[src/rtl/hbw_pkg.sv]
// Heartbeat stall watchdog: shared types, constants and register indexes.
// No dependencies; every other file in rtl/ imports this package.
`timescale 1ns / 1ps

package hbw_pkg;

	localparam int unsigned TimeW     = 32;
	localparam int unsigned HitsW     = 8;
	localparam int unsigned TotalW    = 16;
	localparam int unsigned CfgIdxW   = 2;
	localparam int unsigned CfgDataW  = 32;
	localparam int unsigned InDataW   = 104;
	localparam int unsigned OutDataW  = 40;

	localparam logic [TimeW-1:0]  MinThresholdMs  = 32'd1000;
	localparam logic [TimeW-1:0]  MinIntervalMs   = 32'd5000;
	localparam logic [TimeW-1:0]  RstThresholdMs  = 32'd60000;
	localparam logic [TimeW-1:0]  RstIntervalMs   = 32'd60000;
	localparam logic [HitsW-1:0]  RstHitsLimit    = 8'd3;
	localparam logic [HitsW-1:0]  HitsMax         = 8'hFF;
	localparam logic [TotalW-1:0] TotalMax        = 16'hFFFF;

	typedef enum logic [CfgIdxW-1:0] {
		REG_STALL_THRESHOLD = 2'd0,
		REG_HITS_LIMIT      = 2'd1,
		REG_AUTO_RESTART    = 2'd2,
		REG_SNAP_INTERVAL   = 2'd3
	} cfg_reg_t;

	typedef enum logic [1:0] {
		CAUSE_NONE    = 2'd0,
		CAUSE_MAIN    = 2'd1,
		CAUSE_DISPLAY = 2'd2
	} cause_t;

	typedef struct packed {
		logic [TimeW-1:0] stale_limit_ms;
		logic [HitsW-1:0] hits_before_restart;
		logic             auto_restart_enable;
		logic [TimeW-1:0] snap_period_ms;
	} cfg_t;

	typedef struct packed {
		logic             display_present;
		logic [TimeW-1:0] display_beat_ms;
		logic [TimeW-1:0] main_beat_ms;
		logic [TimeW-1:0] now_ms;
	} tick_t;

	typedef struct packed {
		logic [HitsW-1:0]  main_hits;
		logic [HitsW-1:0]  display_hits;
		logic [TimeW-1:0]  last_snapshot_time;
		logic [TotalW-1:0] restart_total;
	} wd_state_t;

	typedef struct packed {
		logic [TotalW-1:0] restart_total;
		logic              snapshot_due;
		cause_t            restart_cause;
		logic              restart_request;
		logic [HitsW-1:0]  display_hits;
		logic [HitsW-1:0]  main_hits;
	} result_t;

endpackage

[src/rtl/hbw_cfg.sv]
// Heartbeat stall watchdog: configuration registers with write-side clamping.
// Depends on hbw_pkg.
`timescale 1ns / 1ps

module hbw_cfg (
	input  logic                             clk,
	input  logic                             arst_n,
	input  logic                             cfg_we,
	input  logic [hbw_pkg::CfgIdxW-1:0]      cfg_index,
	input  logic [hbw_pkg::CfgDataW-1:0]     cfg_wdata,
	output hbw_pkg::cfg_t                    cfg
);
	import hbw_pkg::*;

	cfg_t cfg_q;
	logic [HitsW-1:0] hits_wr;

	assign hits_wr = cfg_wdata[HitsW-1:0];

	always_ff @(posedge clk or negedge arst_n) begin
		if (!arst_n) begin
			cfg_q.stale_limit_ms       <= RstThresholdMs;
			cfg_q.hits_before_restart  <= RstHitsLimit;
			cfg_q.auto_restart_enable  <= 1'b1;
			cfg_q.snap_period_ms       <= RstIntervalMs;
		end else if (cfg_we) begin
			unique case (cfg_reg_t'(cfg_index))
				REG_STALL_THRESHOLD: begin
					cfg_q.stale_limit_ms <= (cfg_wdata < MinThresholdMs) ?
						MinThresholdMs : cfg_wdata;
				end
				REG_HITS_LIMIT: begin
					cfg_q.hits_before_restart <= (hits_wr == '0) ? HitsW'(1) : hits_wr;
				end
				REG_AUTO_RESTART: begin
					cfg_q.auto_restart_enable <= cfg_wdata[0];
				end
				REG_SNAP_INTERVAL: begin
					// zero disables the snapshot timer, small non-zero values clamp up
					cfg_q.snap_period_ms <=
						(cfg_wdata != '0 && cfg_wdata < MinIntervalMs) ?
						MinIntervalMs : cfg_wdata;
				end
				default: begin
				end
			endcase
		end
	end

	assign cfg = cfg_q;

endmodule

[src/rtl/hbw_eval.sv]
// Heartbeat stall watchdog: single-pass evaluation of one tick.
// Combinational; gives the next watchdog state and the result. Depends on hbw_pkg.
`timescale 1ns / 1ps

module hbw_eval (
	input  hbw_pkg::cfg_t      cfg,
	input  hbw_pkg::tick_t     tick,
	input  hbw_pkg::wd_state_t state,
	output hbw_pkg::wd_state_t state_next,
	output hbw_pkg::result_t   result
);
	import hbw_pkg::*;

	logic [TimeW-1:0]  age_main;
	logic [TimeW-1:0]  age_disp;
	logic [TimeW-1:0]  snap_age;
	logic              main_stale;
	logic              disp_stale;
	logic [HitsW-1:0]  main_hits_upd;
	logic [HitsW-1:0]  disp_hits_upd;
	logic              main_rst;
	logic              disp_rst;
	logic              any_rst;
	logic              snap;

	assign age_main = tick.now_ms - tick.main_beat_ms;
	assign age_disp = tick.now_ms - tick.display_beat_ms;
	assign snap_age = tick.now_ms - state.last_snapshot_time;

	assign main_stale = (tick.main_beat_ms != '0) && (age_main > cfg.stale_limit_ms);
	assign disp_stale = tick.display_present && (tick.display_beat_ms != '0) &&
		(age_disp > cfg.stale_limit_ms);

	// saturate at the top, clear on a fresh tick
	assign main_hits_upd = !main_stale ? '0 :
		(state.main_hits == HitsMax) ? HitsMax : state.main_hits + HitsW'(1);
	assign disp_hits_upd = !disp_stale ? '0 :
		(state.display_hits == HitsMax) ? HitsMax : state.display_hits + HitsW'(1);

	assign main_rst = cfg.auto_restart_enable && main_stale &&
		(main_hits_upd >= cfg.hits_before_restart);
	assign disp_rst = !main_rst && cfg.auto_restart_enable && disp_stale &&
		(disp_hits_upd >= cfg.hits_before_restart);
	assign any_rst = main_rst || disp_rst;

	assign snap = !any_rst && (cfg.snap_period_ms != '0) &&
		(snap_age >= cfg.snap_period_ms);

	always_comb begin
		state_next.main_hits = main_hits_upd;
		// a main restart skips the display check, so its counter holds
		state_next.display_hits = main_rst ? state.display_hits : disp_hits_upd;
		state_next.last_snapshot_time = snap ? tick.now_ms : state.last_snapshot_time;
		state_next.restart_total = (any_rst && state.restart_total != TotalMax) ?
			state.restart_total + TotalW'(1) : state.restart_total;
	end

	always_comb begin
		result.main_hits       = state_next.main_hits;
		result.display_hits    = state_next.display_hits;
		result.restart_request = any_rst;
		result.restart_cause   = main_rst ? CAUSE_MAIN : (disp_rst ? CAUSE_DISPLAY : CAUSE_NONE);
		result.snapshot_due    = snap;
		result.restart_total   = state_next.restart_total;
	end

endmodule

[src/rtl/heartbeat_stall_watchdog_top.sv]
// Heartbeat stall watchdog: top level with input register, state and result register.
// Depends on hbw_pkg, hbw_cfg and hbw_eval.
//
//   channel   dir  fields (lowest bit first)
//   s_*       in   now_ms[31:0] main_beat_ms[63:32] display_beat_ms[95:64]
//                  display_present[96], zero fill to 104 bits
//   m_*       out  main_hits[7:0] display_hits[15:8] restart_request[16]
//                  restart_cause[18:17] snapshot_due[19] restart_total[35:20],
//                  zero fill to 40 bits
//   cfg_*     in   index 0 threshold, 1 hit limit, 2 auto restart, 3 interval
//
// One tick per cycle sustained while the output accepts; a tick passes from acceptance
// to result through the input register, then the evaluation and state update into the result
// register. Reset clears the watchdog state and loads the register defaults.
// A stalled output holds the result register and the input register; s_tready
// drops only when both are full.
`timescale 1ns / 1ps

module heartbeat_stall_watchdog_top (
	input  logic                              clk,
	input  logic                              arst_n,
	input  logic                              s_tvalid,
	output logic                              s_tready,
	input  logic [hbw_pkg::InDataW-1:0]       s_tdata,  // now_ms, main_beat_ms,
	                                                    // display_beat_ms, display_present
	output logic                              m_tvalid,
	input  logic                              m_tready,
	output logic [hbw_pkg::OutDataW-1:0]      m_tdata,  // main_hits, display_hits,
	                                                    // restart_request, restart_cause,
	                                                    // snapshot_due, restart_total
	input  logic                              cfg_we,
	input  logic [hbw_pkg::CfgIdxW-1:0]       cfg_index,
	input  logic [hbw_pkg::CfgDataW-1:0]      cfg_wdata
);
	import hbw_pkg::*;

	cfg_t      cfg;
	tick_t     tick_s1;
	logic      valid_s1;
	wd_state_t state_q;
	wd_state_t state_next;
	result_t   result;
	result_t   result_s2;
	logic      valid_s2;
	logic      advance;

	hbw_cfg u_cfg (
		.clk       (clk),
		.arst_n    (arst_n),
		.cfg_we    (cfg_we),
		.cfg_index (cfg_index),
		.cfg_wdata (cfg_wdata),
		.cfg       (cfg)
	);

	hbw_eval u_eval (
		.cfg        (cfg),
		.tick       (tick_s1),
		.state      (state_q),
		.state_next (state_next),
		.result     (result)
	);

	// move a tick into the result register when that slot is free or draining
	assign advance  = valid_s1 && (!valid_s2 || m_tready);
	assign s_tready = !valid_s1 || advance;

	always_ff @(posedge clk or negedge arst_n) begin
		if (!arst_n) begin
			valid_s1 <= 1'b0;
		end else if (s_tready) begin
			valid_s1 <= s_tvalid;
		end
	end

	always_ff @(posedge clk) begin
		if (s_tready && s_tvalid) begin
			tick_s1 <= tick_t'(s_tdata[$bits(tick_t)-1:0]);
		end
	end

	always_ff @(posedge clk or negedge arst_n) begin
		if (!arst_n) begin
			state_q <= '0;
		end else if (advance) begin
			state_q <= state_next;
		end
	end

	always_ff @(posedge clk or negedge arst_n) begin
		if (!arst_n) begin
			valid_s2 <= 1'b0;
		end else if (advance) begin
			valid_s2 <= 1'b1;
		end else if (m_tready) begin
			valid_s2 <= 1'b0;
		end
	end

	always_ff @(posedge clk) begin
		if (advance) begin
			result_s2 <= result;
		end
	end

	assign m_tvalid = valid_s2;
	assign m_tdata  = {(OutDataW - $bits(result_t))'(0), result_s2};

endmodule

[config.mk]
export PLATFORM = sky130hd
export DESIGN_NAME = heartbeat_stall_watchdog_top
export DESIGN_NICKNAME = d
export VERILOG_FILES = /design/src/rtl/hbw_pkg.sv /design/src/rtl/hbw_cfg.sv /design/src/rtl/hbw_eval.sv /design/src/rtl/heartbeat_stall_watchdog_top.sv
export SDC_FILE = /design/constraint.sdc
export NUM_CORES = 1
export LEC_CHECK = 0
export ABC_AREA = 1
export BUFFER_PORTS_ARGS = -buffer_cell sky130_fd_sc_hd__buf_2
export CORE_ASPECT_RATIO = 0.8
export CORE_MARGIN = 2
export CORE_UTILIZATION = 43
export DETAILED_ROUTE_END_ITERATION = 8
export PLACE_DENSITY_LB_ADDON = 0.05
export REMOVE_ABC_BUFFERS = 1
export SLEW_MARGIN = 40
export SYNTH_ARGS = -nofsm -noshare
export SYNTH_HDL_FRONTEND = slang
export SYNTH_SLANG_ARGS = --single-unit
[constraint.sdc]
create_clock -name clk -period 8.8 [get_ports clk]
set_input_delay 0.88 -clock clk [delete_from_list [all_inputs] [get_ports clk]]
set_output_delay 0.88 -clock clk [all_outputs]
set_load 0.02 [all_outputs]
==> metrics.txt <==
outcome=complete, no violations; row count=68; initial drt markers=1071; CP startpoint kind=register; initial antenna violation count=0; Avg Vias per Cell=5.16; Max IR drop VDD=0.000160 V; clock latency on the worst-skew pair=600 ps; R2R depth=31; Die Wd=236 um; worst r2r src=tick_s1[1]$_DFFE_PP_; Synth Register Bits=272; Fillers=4225; Final Cycle Share=75.5%; Hold WS=270 ps; number of vias in the routed layout=15500; cell mode on critical path=nand2_1; Worst EP required=9280 ps; final setup TNS=0 ps; Hold Violations, Final=0; most common cell after layout, fill and taps aside=nand2_1; net count reported at finish=2781; max-cap violation count=0; first-pass GRT wire length=81500 um; R2R setup slack=2150 ps; Sw Share=41.0%; die area=0.0448 mm^2; Setup Buffers After CTS=0; GRT overflow=0; Synth Area per Inst=8.27 um^2; Post-synth EDFFs=133; post-cts hold buffer count=0; RR Endpoint=state_q[38]$_DFFE_PN0P_; endpoint class of the critical path=register; largest net degree at the start of global routing=76; crit path time final=6650 ps; Top FF cell, synth=edfxtp_1; Design Power=5380 uW; gpl congestion=0.885; Relative slew margins=53.4%; Mapped Area=0.0185 mm^2; Hold WC Path Type=in2async; Logic pwr share=44.5%; Power Internal=3180 uW; crit path from=tick_s1[1]$_DFFE_PP_; CTS tree=done; I/O pins=185; ys async rst share=51.1%; clock share of power=24.2%; Worst Path Arrival=7120 ps; final wirelength=51800 um; Max stage delay on crit path=610 ps; unique cell type count in the Yosys netlist=54; Layout area overhead=13.4%; Critical Path Sink=state_q[38]$_DFFE_PN0P_; root buffer selected by CTS=clkbuf_16; post-route ant nets=0; DP HPWL=42000 um; Crit-path slowest cell=edfxtp_1; vias in the first global route=15000; IO buf count=173; max-slew violations=0; fmax=150 MHz; NetSw=2200 uW; routed len/inst=17.2 um; DR pass1 iterations=5; Leak Pwr=0.0101 uW; Sink Count=272; final setup violation count=0; Crit Path Class=reg2reg; fraction of layout cells with a size suffix above 1=11.3%; CP max FO=32; Antenna Cells=0; total CTS buffers=31; RSZ-0062 raised after global routing=false; Post-Syn Instances=2244; CTS resizes=0; Pwr Density=256 mW/mm^2; YS warnings=0; GR Util All Layers=23.2%; Slew @ Worst Pin=698 ps; placeable core area=0.0429 mm^2; sequential-to-total area share from yosys stat=40.4%; register share of total power=31.3%; Clock Pin Slew Worst Setup and Hold Paths=60 ps; residual DRC count=0; Starting Density=43.3%; CTS H-Tree Depth=1; Die Ht=190 um; most frequent cells in the layout=nand2_1, inv_1, ha_1; clock skew=18.6 ps; clk buf depth=3
## worst min-delay path by stage
stage / cells past startpoint / startpoint / slack, ps / endpoint
2_1_floorplan: 2 / state_q[18]$_DFFE_PN0P_ / 440 / state_q[18]$_DFFE_PN0P_
3_5_place_dp: 2 / state_q[36]$_DFFE_PN0P_ / 460 / state_q[36]$_DFFE_PN0P_
3_3_place_gp: 2 / state_q[24]$_DFFE_PN0P_ / 450 / state_q[24]$_DFFE_PN0P_
5_1_grt: 1 / arst_n / 300 / state_q[52]$_DFFE_PN0P_
4_1_cts: 1 / arst_n / 280 / state_q[52]$_DFFE_PN0P_
6_report: 1 / arst_n / 270 / state_q[51]$_DFFE_PN0P_
## power by group through the flow
stage | Combinational (uW) | Clock (uW) | Sequential (uW)
finish | 2400 | 1300 | 1680
global route | 2770 | 1390 | 1700
CTS | 2410 | 1340 | 1680
detailed placement | 2410 | 0 | 1700
global placement | 2350 | 0 | 1700
floorplan | 1710 | 0 | 1710
## cells by family after synthesis
kind of cell	Yosys count	synth area share, %
simple gates	895	20.8
compound gates	418	12.3
buf+inv	348	7.43
flops	272	40.4
fa+ha+maj	211	14.4
xor+xnor	98	4.63
other cells	1	0.0202
mux	1	0.0607
## cell usage after synthesis (7+ instances only)
cell      number  share of area, %
nand2_1      494                10
inv_1        312               6.3
ha_1         208                14
a21oi_1      183               4.9
o21ai_0      161               4.3
nor2_1       144               2.9
edfxtp_1     133                22
nand3_1      125               3.4
dfrtp_1      122                16
xor2_1        71               3.4
nand4_1       45               1.5
nor3_1        33              0.89
xnor2_1       27               1.3
clkbuf_1      19              0.38
dfstp_2       17               2.4
and2_1        15              0.51
nor4_1        15              0.51
a31oi_1       13              0.44
o21a_1        13              0.53
a21o_1        10              0.40
buf_6          7              0.43
o211ai_1       7              0.28
## routing by layer
metal | wire length, um | vias up | share of wire, % | GRT usage (%)
met5 | 0 | - | 0 | 0
met4 | 1190 | 0 | 2.3 | 5.26
met3 | 2120 | 69 | 4.1 | 2.74
met2 | 22800 | 318 | 44 | 36.9
met1 | 25700 | 7210 | 50 | 33.8
li1 | - | 7940 | - | -
## layout make-up
type / count / area (um^2) / area share (%)
Inverter: 313 / 1180 / 5.61
Sequential cell: 272 / 7490 / 35.6
Multi-Input combinational cell: 1627 / 9700 / 46.1
Clock inverter: 19 / 158 / 0.750
Clock buffer: 39 / 857 / 4.07
Tap cell: 560 / 701 / 3.33
Timing Repair Buffer: 182 / 947 / 4.50
## per-stage QoR
stage,cell area [um^2],cells,setup WS (ps),util (%)
after global routing,21000,3012,1440,49.1
after detailed placement,20000,2954,2150,46.7
after global placement,20000,2954,2210,46.7
after CTS,21000,3012,2130,49.0
final,21000,3012,2150,49.1
after floorplan,18400,2212,3410,-
## state kept, by name, summed over array words and instances, names as in the netlist
name,cells
tick_s1,97
u_cfg.cfg,73
state_q,64
m_tdata,36
m_tvalid,1
valid_s1,1
## critical path, delay by kind of cell, from the launching register on
family,cells,cell delay (ps)
AND/OR/NAND/NOR,17,2460
AO/OA/AOI/OAI,8,1990
adder cells (fa/ha/maj),3,970
flip-flops,1,610
XOR/XNOR,1,250
buffers and inverters,2,220
No activity file was read; power rests on OpenSTA's default activity.
